==> config.mk <==
export PLATFORM = sky130hd
export DESIGN_NAME = centered_binomial_sampler_flat
export DESIGN_NICKNAME = d
export VERILOG_FILES = /design/src/rtl/cbs_pkg.sv /design/src/rtl/cbs_channels.sv /design/src/rtl/cbs_front.sv /design/src/rtl/cbs_queue.sv /design/src/rtl/cbs_back.sv /design/src/rtl/centered_binomial_sampler.sv /design/src/flat_wrapper.sv
export SDC_FILE = /design/constraint.sdc
export NUM_CORES = 1
export LEC_CHECK = 0
export BUFFER_PORTS_ARGS = -buffer_cell sky130_fd_sc_hd__buf_2
export CELL_PAD_IN_SITES_DETAIL_PLACEMENT = 1
export CELL_PAD_IN_SITES_GLOBAL_PLACEMENT = 2
export CORE_MARGIN = 4
export CORE_UTILIZATION = 35
export DETAILED_ROUTE_END_ITERATION = 12
export MAX_ROUTING_LAYER = met4
export PLACE_DENSITY = 0.73
export SKIP_CTS_REPAIR_TIMING = 1
export SLEW_MARGIN = 20
export SYNTH_ARGS = -nofsm -noshare
export SYNTH_HDL_FRONTEND = slang
export SYNTH_SLANG_ARGS = --single-unit
==> constraint.sdc <==
create_clock -name clk_i -period 6.43 [get_ports clk_i]
set_clock_uncertainty 0.05 [all_clocks]
set_input_delay 0.3215 -clock clk_i [delete_from_list [all_inputs] [get_ports clk_i]]
set_output_delay 0.3215 -clock clk_i [all_outputs]
set_load 0.03 [all_outputs]
==> src/rtl/cbs_pkg.sv <==
package cbs_pkg;

  // Width of a fully gathered group (seven bytes) and of the byte store.
  localparam int unsigned WordW  = 56;
  localparam int unsigned StoreW = 48;

  // Bytes per group in the gathering modes.
  localparam int unsigned GroupThree = 3;
  localparam int unsigned GroupSeven = 7;

  typedef enum logic [1:0] {
    EtaOne   = 2'd0,
    EtaTwo   = 2'd1,
    EtaThree = 2'd2,
    EtaSeven = 2'd3
  } eta_sel_e;

  // One unit of work for the back end: the mode and the bits to sample.
  typedef struct packed {
    eta_sel_e          eta;
    logic [WordW-1:0]  bits;
  } cbs_job_t;

  // A job slot with its valid flag, used on both sides of the queue.
  typedef struct packed {
    logic     valid;
    cbs_job_t job;
  } cbs_slot_t;

  function automatic eta_sel_e decode_eta(input logic [2:0] mode);
    eta_sel_e sel;
    case (mode)
      3'd1:    sel = EtaOne;
      3'd2:    sel = EtaTwo;
      3'd3:    sel = EtaThree;
      default: sel = EtaSeven;
    endcase
    return sel;
  endfunction

  function automatic logic [2:0] ones7(input logic [6:0] v);
    logic [2:0] n;
    n = 3'd0;
    for (int i = 0; i < 7; i++) begin
      n = n + {2'b00, v[i]};
    end
    return n;
  endfunction

endpackage

==> src/rtl/cbs_channels.sv <==
interface cbs_byte_if;
  logic       valid;
  logic       ready;
  logic [7:0] random_byte;

  modport source (output valid, output random_byte, input ready);
  modport sink (input valid, input random_byte, output ready);
endinterface

interface cbs_sample_if;
  logic              valid;
  logic              ready;
  logic signed [3:0] sample;
  logic              last_in_run;

  modport source (output valid, output sample, output last_in_run, input ready);
  modport sink (input valid, input sample, input last_in_run, output ready);
endinterface

==> src/rtl/cbs_front.sv <==
module cbs_front (
  input  logic              clk_i,
  input  logic              rst_ni,
  input  logic              cfg_we_i,
  input  logic [2:0]        cfg_wdata_i,
  cbs_byte_if.sink          byte_i,
  input  logic              full_i,
  output cbs_pkg::cbs_slot_t push_o
);

  logic [2:0]                 eta_q, eta_d;
  logic [cbs_pkg::StoreW-1:0] gbytes_q, gbytes_d;
  logic [2:0]                 gcnt_q, gcnt_d;

  cbs_pkg::eta_sel_e         eta_sel;
  logic                      fire;
  logic                      direct;
  logic                      group_last;
  logic [cbs_pkg::WordW-1:0] word;

  assign eta_sel = cbs_pkg::decode_eta(eta_q);
  assign byte_i.ready = !full_i;
  assign fire = byte_i.valid && byte_i.ready;
  assign direct = (eta_sel == cbs_pkg::EtaOne) || (eta_sel == cbs_pkg::EtaTwo);

  assign word = {8'b0, gbytes_q}
              | (cbs_pkg::WordW'(byte_i.random_byte) << {gcnt_q, 3'b000});

  always_comb begin
    case (eta_sel)
      cbs_pkg::EtaThree: group_last = (gcnt_q == 3'(cbs_pkg::GroupThree - 1));
      cbs_pkg::EtaSeven: group_last = (gcnt_q == 3'(cbs_pkg::GroupSeven - 1));
      default:           group_last = 1'b1;
    endcase
  end

  always_comb begin
    push_o.valid    = fire && (direct || group_last);
    push_o.job.eta  = eta_sel;
    push_o.job.bits = direct ? cbs_pkg::WordW'(byte_i.random_byte) : word;
  end

  always_comb begin
    eta_d    = eta_q;
    gbytes_d = gbytes_q;
    gcnt_d   = gcnt_q;
    if (cfg_we_i) begin
      // Any write drops a partly gathered group.
      eta_d    = cfg_wdata_i;
      gbytes_d = '0;
      gcnt_d   = 3'd0;
    end else if (fire && !direct) begin
      if (group_last) begin
        gbytes_d = '0;
        gcnt_d   = 3'd0;
      end else begin
        gbytes_d = word[cbs_pkg::StoreW-1:0];
        gcnt_d   = gcnt_q + 3'd1;
      end
    end
  end

  always_ff @(posedge clk_i or negedge rst_ni) begin
    if (!rst_ni) begin
      eta_q    <= 3'd1;
      gbytes_q <= '0;
      gcnt_q   <= 3'd0;
    end else begin
      eta_q    <= eta_d;
      gbytes_q <= gbytes_d;
      gcnt_q   <= gcnt_d;
    end
  end

endmodule

==> src/rtl/cbs_queue.sv <==
module cbs_queue #(
  parameter int unsigned Depth = 2
) (
  input  logic               clk_i,
  input  logic               rst_ni,
  input  cbs_pkg::cbs_slot_t push_i,
  output logic               full_o,
  output cbs_pkg::cbs_slot_t head_o,
  input  logic               pop_i
);

  localparam int unsigned PtrW = (Depth > 1) ? $clog2(Depth) : 1;
  localparam int unsigned CntW = $clog2(Depth + 1);

  cbs_pkg::cbs_job_t entries_q [Depth];
  logic [PtrW-1:0]   wr_q, wr_d, rd_q, rd_d;
  logic [CntW-1:0]   cnt_q, cnt_d;
  logic              do_push, do_pop;

  assign full_o  = (cnt_q == CntW'(Depth));
  assign do_push = push_i.valid && !full_o;
  assign do_pop  = pop_i && (cnt_q != '0);

  assign head_o.valid = (cnt_q != '0);
  assign head_o.job   = entries_q[rd_q];

  always_comb begin
    wr_d  = wr_q;
    rd_d  = rd_q;
    cnt_d = cnt_q;
    if (do_push) begin
      wr_d = (wr_q == PtrW'(Depth - 1)) ? '0 : wr_q + PtrW'(1);
    end
    if (do_pop) begin
      rd_d = (rd_q == PtrW'(Depth - 1)) ? '0 : rd_q + PtrW'(1);
    end
    if (do_push && !do_pop) begin
      cnt_d = cnt_q + CntW'(1);
    end else if (do_pop && !do_push) begin
      cnt_d = cnt_q - CntW'(1);
    end
  end

  always_ff @(posedge clk_i) begin
    if (do_push) begin
      entries_q[wr_q] <= push_i.job;
    end
  end

  always_ff @(posedge clk_i or negedge rst_ni) begin
    if (!rst_ni) begin
      wr_q  <= '0;
      rd_q  <= '0;
      cnt_q <= '0;
    end else begin
      wr_q  <= wr_d;
      rd_q  <= rd_d;
      cnt_q <= cnt_d;
    end
  end

endmodule

==> src/rtl/cbs_back.sv <==
module cbs_back (
  input  logic               clk_i,
  input  logic               rst_ni,
  input  cbs_pkg::cbs_slot_t head_i,
  output logic               pop_o,
  cbs_sample_if.source       sample_o
);

  logic                      busy_q, busy_d;
  cbs_pkg::eta_sel_e         eta_q, eta_d;
  logic [cbs_pkg::WordW-1:0] word_q, word_d;
  logic [1:0]                idx_q, idx_d;

  logic       out_fire;
  logic       last;
  logic [2:0] ones_a, ones_b;
  logic [3:0] diff;

  assign last = (eta_q == cbs_pkg::EtaTwo) ? (idx_q == 2'd1) : (idx_q == 2'd3);
  assign out_fire = sample_o.valid && sample_o.ready;
  // The next job loads in the cycle its predecessor's last sample leaves.
  assign pop_o = head_i.valid && (!busy_q || (out_fire && last));

  always_comb begin
    case (eta_q)
      cbs_pkg::EtaOne: begin
        ones_a = cbs_pkg::ones7({6'b0, word_q[0]});
        ones_b = cbs_pkg::ones7({6'b0, word_q[1]});
      end
      cbs_pkg::EtaTwo: begin
        ones_a = cbs_pkg::ones7({5'b0, word_q[1:0]});
        ones_b = cbs_pkg::ones7({5'b0, word_q[3:2]});
      end
      cbs_pkg::EtaThree: begin
        ones_a = cbs_pkg::ones7({4'b0, word_q[2:0]});
        ones_b = cbs_pkg::ones7({4'b0, word_q[5:3]});
      end
      default: begin
        ones_a = cbs_pkg::ones7(word_q[6:0]);
        ones_b = cbs_pkg::ones7(word_q[13:7]);
      end
    endcase
  end

  assign diff = {1'b0, ones_a} - {1'b0, ones_b};

  assign sample_o.valid       = busy_q;
  assign sample_o.sample      = diff;
  assign sample_o.last_in_run = last;

  always_comb begin
    busy_d = busy_q;
    eta_d  = eta_q;
    word_d = word_q;
    idx_d  = idx_q;
    if (pop_o) begin
      busy_d = 1'b1;
      eta_d  = head_i.job.eta;
      word_d = head_i.job.bits;
      idx_d  = 2'd0;
    end else if (out_fire) begin
      if (last) begin
        busy_d = 1'b0;
      end
      idx_d = idx_q + 2'd1;
      // Move the next pair of bit groups down to the bottom of the word.
      case (eta_q)
        cbs_pkg::EtaOne:   word_d = word_q >> 2;
        cbs_pkg::EtaTwo:   word_d = word_q >> 4;
        cbs_pkg::EtaThree: word_d = word_q >> 6;
        default:           word_d = word_q >> 14;
      endcase
    end
  end

  always_ff @(posedge clk_i) begin
    eta_q  <= eta_d;
    word_q <= word_d;
    idx_q  <= idx_d;
  end

  always_ff @(posedge clk_i or negedge rst_ni) begin
    if (!rst_ni) begin
      busy_q <= 1'b0;
    end else begin
      busy_q <= busy_d;
    end
  end

endmodule

==> src/rtl/centered_binomial_sampler.sv <==
// Centered binomial noise sampler. Random bytes enter on byte_i and signed
// samples from -7 to 7 leave on sample_o, one per cycle at most, with
// last_in_run set on the final sample of each byte's (or group's) run. With
// eta 1 a byte gives four samples and with eta 2 two samples. With eta 3
// each group of 3 bytes gives four samples. With eta 7 bytes are taken
// one per cycle while the job queue is not full, and each group of 7 bytes
// gives four samples. The back end emits one sample per cycle while the
// receiver is ready; a short job queue in front of it lets the next byte be
// taken while samples still drain. The byte that completes a group is written
// into the job queue, and its samples leave from the back end's word register.
// Writing eta_mode through cfg_we_i drops any partly gathered group; write it
// only when the block is idle.
module centered_binomial_sampler #(
  parameter int unsigned QueueDepth = 2
) (
  input  logic         clk_i,
  input  logic         rst_ni,
  input  logic         cfg_we_i,
  input  logic [2:0]   cfg_wdata_i,
  cbs_byte_if.sink     byte_i,
  cbs_sample_if.source sample_o
);

  cbs_pkg::cbs_slot_t push;
  cbs_pkg::cbs_slot_t head;
  logic               full;
  logic               pop;

  cbs_front u_front (
    .clk_i       (clk_i),
    .rst_ni      (rst_ni),
    .cfg_we_i    (cfg_we_i),
    .cfg_wdata_i (cfg_wdata_i),
    .byte_i      (byte_i),
    .full_i      (full),
    .push_o      (push)
  );

  cbs_queue #(
    .Depth (QueueDepth)
  ) u_queue (
    .clk_i  (clk_i),
    .rst_ni (rst_ni),
    .push_i (push),
    .full_o (full),
    .head_o (head),
    .pop_i  (pop)
  );

  cbs_back u_back (
    .clk_i    (clk_i),
    .rst_ni   (rst_ni),
    .head_i   (head),
    .pop_o    (pop),
    .sample_o (sample_o)
  );

endmodule

==> src/flat_wrapper.sv <==
// flat-port wrapper written by rule: the top's interface ports become plain ports
module centered_binomial_sampler_flat 
#(
  parameter int unsigned QueueDepth = 2
)
  (clk_i, rst_ni, cfg_we_i, cfg_wdata_i, byte_i_valid, byte_i_random_byte, byte_i_ready, sample_o_valid, sample_o_sample, sample_o_last_in_run, sample_o_ready);
  cbs_byte_if byte_i_i ();
  cbs_sample_if sample_o_i ();
  input  logic clk_i;
  input  logic rst_ni;
  input  logic cfg_we_i;
  input  logic [2:0] cfg_wdata_i;
  input wire logic [$bits(byte_i_i.valid)-1:0] byte_i_valid;
  input wire logic [$bits(byte_i_i.random_byte)-1:0] byte_i_random_byte;
  output wire logic [$bits(byte_i_i.ready)-1:0] byte_i_ready;
  output wire logic [$bits(sample_o_i.valid)-1:0] sample_o_valid;
  output wire logic [$bits(sample_o_i.sample)-1:0] sample_o_sample;
  output wire logic [$bits(sample_o_i.last_in_run)-1:0] sample_o_last_in_run;
  input wire logic [$bits(sample_o_i.ready)-1:0] sample_o_ready;
  assign byte_i_i.valid = byte_i_valid;
  assign byte_i_i.random_byte = byte_i_random_byte;
  assign byte_i_ready = byte_i_i.ready;
  assign sample_o_valid = sample_o_i.valid;
  assign sample_o_sample = sample_o_i.sample;
  assign sample_o_last_in_run = sample_o_i.last_in_run;
  assign sample_o_i.ready = sample_o_ready;
  centered_binomial_sampler #(.QueueDepth(QueueDepth)) u_core (.clk_i(clk_i), .rst_ni(rst_ni), .cfg_we_i(cfg_we_i), .cfg_wdata_i(cfg_wdata_i), .byte_i(byte_i_i), .sample_o(sample_o_i));
endmodule
Yosys cells after proc, flatten, opt, wreduce, memory -nomap -nowiden
Memory sizes are Yosys's and may differ from the RTL's.
Index checks and enable logic that the tools add are counted.
Cells by class
  divide/modulo/power cells: 0
  bitwise logic cells: 1
  equality and inequality tests: 13
  muxes and demuxes: 24
  reduce and logical (&&, ||, !) cells: 26
  magnitude comparators: 0
  shifts and indexed selects: 1
  add/sub/neg operators: 22
  $mul: 0
Operator list (number)
  $mux W56: 3
  $pmux W54 S3: 1
  $mux W48: 3
  $or A48 B56 Y56: 1
  $shl A8 B6 Y56: 1
  $add A3 B1 Y3: 8
  $pmux W3 S3: 2
  $eq A2 B2 Y1 const B: 5
  $logic_and A1 B1 Y1: 10
  $reduce_bool A2 Y1: 5
  $add A2 B1 Y3: 3
  $eq A3 B2 Y1 const B: 3
  $mux W3: 3
  $add A1 B1 Y2: 4
  $mux W1: 8
  $eq A2 B1 Y1 const B: 3
  $pmux W2 S3: 1
  $logic_not A1 Y1: 5
  $add A2 B1 Y2 const B: 2
  $logic_not A2 Y1: 2
  $mux W2: 2
  $sub A3 B3 Y4: 1
  $add A3 B1 Y3 const B: 1
  $eq A3 B1 Y1 const B: 1
  6 further kinds: 9
Storage, ports and cells
  bits in registers: 119
  word-level logic and storage cells: 98
  bits in read-only memories: 0
  memory bits (writable): 116
  bits in latches: 0
  output and inout bits: 7
  memories kept: 1
  input port bits: 16
Memories
  u_core.u_queue.entries_q: words 2, bits a word 58, read ports 1, clocked after Yosys merged registers in 0, write ports 1, line cbs_queue.sv:15  | cbs_pkg::cbs_job_t entries_q [Depth];

Longest topological paths before layout
  depth after elaboration: 11
  depth in mapped cells: 11
  mapped depth without buffers: 11

Cells and area by module
Synthesis repeated with hierarchy kept, for this count alone.
Second synthesis, totals
  cells, all modules: 815
  area, all modules: 11848.9 um^2
By module, submodules not included
  cbs_queue: instances 1, area each 4429.2 um^2, cells an instance 200
  cbs_back: instances 1, area each 4344.2 um^2, cells an instance 283
  cbs_front: instances 1, area each 3075.4 um^2, cells an instance 332

Worst setup path after synthesis
OpenSTA, ideal clock, no wires.
  path type: register -> register
  start point: register u_core.u_front.gcnt_q[0]
  end point: memory u_core.u_queue.entries_q[0][0] in the netlist's numbering, enable pin
  arrival: 3.996 ns
  stages on the path, launching flop included: 7
  required time: 5.899 ns
  setup slack: 1.903 ns
  path buffers: 0
  cell sequence: dfrtp_1 inv_1 ha_1 nand2b_1 a31o_2 a21oi_1 nor2b_1
Between the ends
  word-level cells in the longest chain between the ends: 7
RTL lines
  start: declaration: line cbs_front.sv:13  | logic [2:0] gcnt_q, gcnt_d;
  start signal: assignment: line cbs_front.sv:71  | gcnt_q <= gcnt_d;
  $eq A3 B3 Y1 or $eq A3 B2 Y1 (tied branches): line cbs_front.sv:32, cbs_front.sv:31
  $pmux W1 S2 (*): line cbs_front.sv:30  | case (eta_sel)
  $logic_or A1 B1 Y1 (*): line cbs_front.sv:38  | push_o.valid = fire && (direct || group_last);
  $logic_and A1 B1 Y1 (*): line cbs_front.sv:38
  $logic_and A1 B1 Y1 (*): line cbs_queue.sv:21  | assign do_push = push_i.valid && !full_o;
  net u_core.u_queue.do_push: line cbs_queue.sv:18  | logic do_push, do_pop;
  $mux W1 (*): line cbs_queue.sv:45  | if (do_push) begin
  $mux W1 (implied by the code) (*): line cbs_queue.sv:46  | entries_q[wr_q] <= push_i.job;
  end: declaration: line cbs_queue.sv:15
Mark *: on every way through the listed nets, which the timed path passes. The rest lies on a longest branch.

Worst setup path in the final report
  start point: register u_core.u_back.word_q[7] in the netlist's numbering
  end point: output port sample_o_sample[3]
Between the ends
  word-level cells in the longest chain between the ends: 8
RTL lines
  start: declaration: line cbs_back.sv:11  | logic [cbs_pkg::WordW-1:0] word_q, word_d;
  start signal: assignment: line cbs_back.sv:78  | word_q <= word_d;
  $add A1 B1 Y2: line cbs_pkg.sv:45  | n = n + {2'b00, v[i]};
  $add A2 B1 Y3: line cbs_pkg.sv:45
  $add A3 B1 Y3 (4 in a row): line cbs_pkg.sv:45
  $pmux W3 S3: line cbs_back.sv:25  | case (eta_q)
  $sub A3 B3 Y4: line cbs_back.sv:45  | assign diff = {1'b0, ones_a} - {1'b0, ones_b};
  end: declaration: line flat_wrapper.sv:17  | output wire logic [$bits(sample_o_i.sample)-1:0] sample_o_sample;
No other way between the ends.

==> impl_metrics.toml <==
[clock_tree]
htree_levels = 1
clkSinkCount = 235
clkTransAtPathRegs_ns = 0.06
cts_tree = "done"
clock-root-buffer = "clkbuf_16"
clock_latency_ns = 0.53
clk_path_buf_depth = 3
cts_buffers = 27

[layout]
fin_nets = 887
fin_cells = 1313
antenna_cells = 0
fillers = 3354
most-common-layout-cells = "174 x edfxtp_1, 97 x mux2_2, 80 x nor2_1"
synthToLayoutAreaGrowth_pct = 11.68
drive_above_1_share_pct = 27.78
final_common_cell = "edfxtp_1"

[yosys]
ys_seq_area_share_pct = 57.45
avgSynthCellArea_um2 = 13.86
synth_edf_count = 174
syn_inst = 847
ys_ff_latch = 235
syn_area_mm2 = 0.01174
synth_cell_types = 58
synth_nets = 883
async_reset_ff_share_pct = 25.11
synthFlopType = "edfxtp_1"
yosysWarnings = 0

[routing]
drt.antenna.violating_nets = 0
first_pass_iters = 4
num_vias = 6852
totalWireLength_mm = 28.52
wl_per_cell_um = 21.72
viasPerCell = 5.219
drtIter0Drc = 381
drc = 0

[sta]
fin_crit_sh_pct = 70.56
tns_ns = 0
max-slew-margin-rel_pct = 29.50
finalWorstSetupSlack_ns = 1.893
rsz0062_at_grt = "no"
clock.fmax_mhz = 220.4
timing_max_transition_violations_final = 0
layout_min_cycle_time_ns = 4.537
setup_violations = 0
hold_viol = 0
tightest_slew_ns = 1.052

[power_and_ir_drop]
combPwrFrac_pct = 36.8
power.switching_w = 0.002083
report.power.total_w = 0.006104
p_clk_share_pct = 24.9
seq_power_share_pct = 38.3
leakage_nw = 4.716
power.density_mw_per_mm2 = 465.7
switching_share_pct = 34.13
vdd_drop_max_v = 0.0006191
power.internal_w = 0.004020

[global_route]
grt_max_degree = 61
grt_use_total_pct = 16.40
grt_pass1_wl_mm = 45.33
met3_usage_pct = 2.264
grtUsageMet1_pct = 24.50
gr-usage-met2_pct = 24.30
grt-ovfl-total = 0
antenna_found_initial = 2
grt_pass1_vias = 7216
busiest_layer = "met1"

[floorplan]
num_io_pins = 23
dieArea_mm2 = 0.03652
start_util_pct = 35.80
coreArea_mm2 = 0.03278
die_x_um = 191.1
die_h_um = 191.1
num_rows = 66

[hold_path]
hp-class = "input pin to flop"

[outcome]
status = "complete, no violations"

[critical_path]
crit_fanout = 4
endpoint_kind = "output pin"
worstPathRequired_ns = 6.06
r2r_slack_ns = 2.85
start_kind = "flop"
crit_arrival_ns = 4.17
criticalPathCategory = "flop to output pin"

[placed_design]
post-place-ws_ns = 2.398
placed_cells = 1260
place.gp.congestion = 0.7416
hpwl_mm = 18.76
portBuffers = 22

[flow_run]
max_cap_violations = 0
## power by group through the flow
stage	Sequential [W]	Clock, W	Combinational [W]
after floorplan	0.00222	0	0.00180
after global placement	0.00236	0	0.00223
after detailed placement	0.00237	0	0.00227
after CTS	0.00234	0.00156	0.00229
after global routing	0.00239	0.00163	0.00247
final	0.00234	0.00152	0.00225
## Yosys cell counts, drive strengths merged (2+ instances only)
cell | instances | area share, %
a31oi | 12 | 0.64
dfrtp | 58 | 12
ha | 10 | 1.1
o21ai | 7 | 0.33
a2111oi | 14 | 1.2
o211ai | 17 | 1.1
or3 | 2 | 0.11
mux2 | 98 | 9.4
nor2 | 84 | 2.7
nand2 | 17 | 0.54
dfxtp | 2 | 0.34
a21oi | 61 | 2.6
mux2i | 29 | 2.5
o22ai | 2 | 0.11
or2 | 2 | 0.11
nand4b | 2 | 0.15
and2 | 4 | 0.21
buf | 40 | 2.1
edfxtp | 174 | 45
inv | 57 | 1.8
or2b | 2 | 0.16
nand4 | 3 | 0.34
fa | 10 | 1.7
mux4 | 43 | 8.3
a22o | 19 | 1.4
nand2b | 8 | 0.43
xor2 | 5 | 0.37
clkbuf | 22 | 0.71
nand3 | 3 | 0.13
nor2b | 14 | 0.77
nor3 | 7 | 0.30
xnor2 | 5 | 0.37
a21o | 3 | 0.19
## worst paths after layout
path / from / to / cells past startpoint
max in group asynchronous: rst_ni / u_core.u_queue.rd_q / 3
max: u_core.u_back.word_q[7] / sample_o_sample[3] / 12
min reg2reg: u_core.u_front.gbytes_q[2] / u_core.u_front.gbytes_q[2] / 2
min in group asynchronous: rst_ni / u_core.u_front.gbytes_q[31] / 3
max reg2reg: u_core.u_front.gcnt_q[0] / u_core.u_queue.entries_q[1][55] / 7
min: byte_i_random_byte[1] / u_core.u_front.gbytes_q[9] / 3
## sequential cells by signal, indices dropped and copies added, names as in the netlist
register	count
u_core.u_back.eta_q	2
u_core.u_queue.wr_q	1
u_core.u_back.word_q	56
u_core.u_queue.cnt_q	2
u_core.u_front.eta_q	3
u_core.u_back.idx_q	2
u_core.u_queue.rd_q	1
u_core.u_front.gbytes_q	48
u_core.u_back.sample_o.valid	1
u_core.u_front.gcnt_q	3
u_core.u_queue.entries_q	116
## worst max-delay path: stages (launching register included)
cell and delay (ns):
edfxtp_1 0.47, fa_1 0.57, inv_1 0.05, fa_1 0.44
fa_1 0.40, fa_1 0.54, nand2_1 0.05, a32o_1 0.30
inv_1 0.06, ha_1 0.23, a21o_1 0.18, a21oi_1 0.13
buf_2 0.21
## logic make-up (layout without fill, tap and decap cells)
kind of cell             Yosys count  in the layout  share of synthesized area [%]
adder cells (fa/ha/maj)           20             20                          2.772
multiplexers                     170            170                          20.16
buffers and inverters            119            143                          4.595
XOR/XNOR                          10             10                         0.7462
AND/OR/NAND/NOR                  151            151                          6.194
AO/OA/AOI/OAI                    142            142                          8.081
flip-flops                       235            235                          57.45
## layer usage
layer	up-vias	routed length (µm)
li1	3169	-
met1	3561	13840
met2	95	12960
met3	27	1314
met4	0	407
met5	-	0
## area by class of cell
cell class | instances | area (µm²) | share of cell area, %
Sequential cell | 235 | 6744 | 51.45
Timing Repair Buffer | 37 | 232.7 | 1.775
Tap cell | 442 | 553.0 | 4.219
Inverter | 57 | 214.0 | 1.632
Multi-Input combinational cell | 493 | 4486 | 34.22
Clock buffer | 36 | 749.5 | 5.718
Clock inverter | 13 | 128.9 | 0.9832
## through the flow
| step | util (%) | cell area [µm²] | hold WS, ns |
|---|---|---|---|
| floorplan | - | 11740 | -0.02409 |
| global placement | 37.17 | 12190 | 0.4258 |
| detailed placement | 37.18 | 12190 | 0.4424 |
| CTS | 39.86 | 13070 | -0.06145 |
| global route | 39.98 | 13110 | 0.06410 |
| finish | 39.98 | 13110 | 0.08407 |
(Power assumes the default switching activity.)
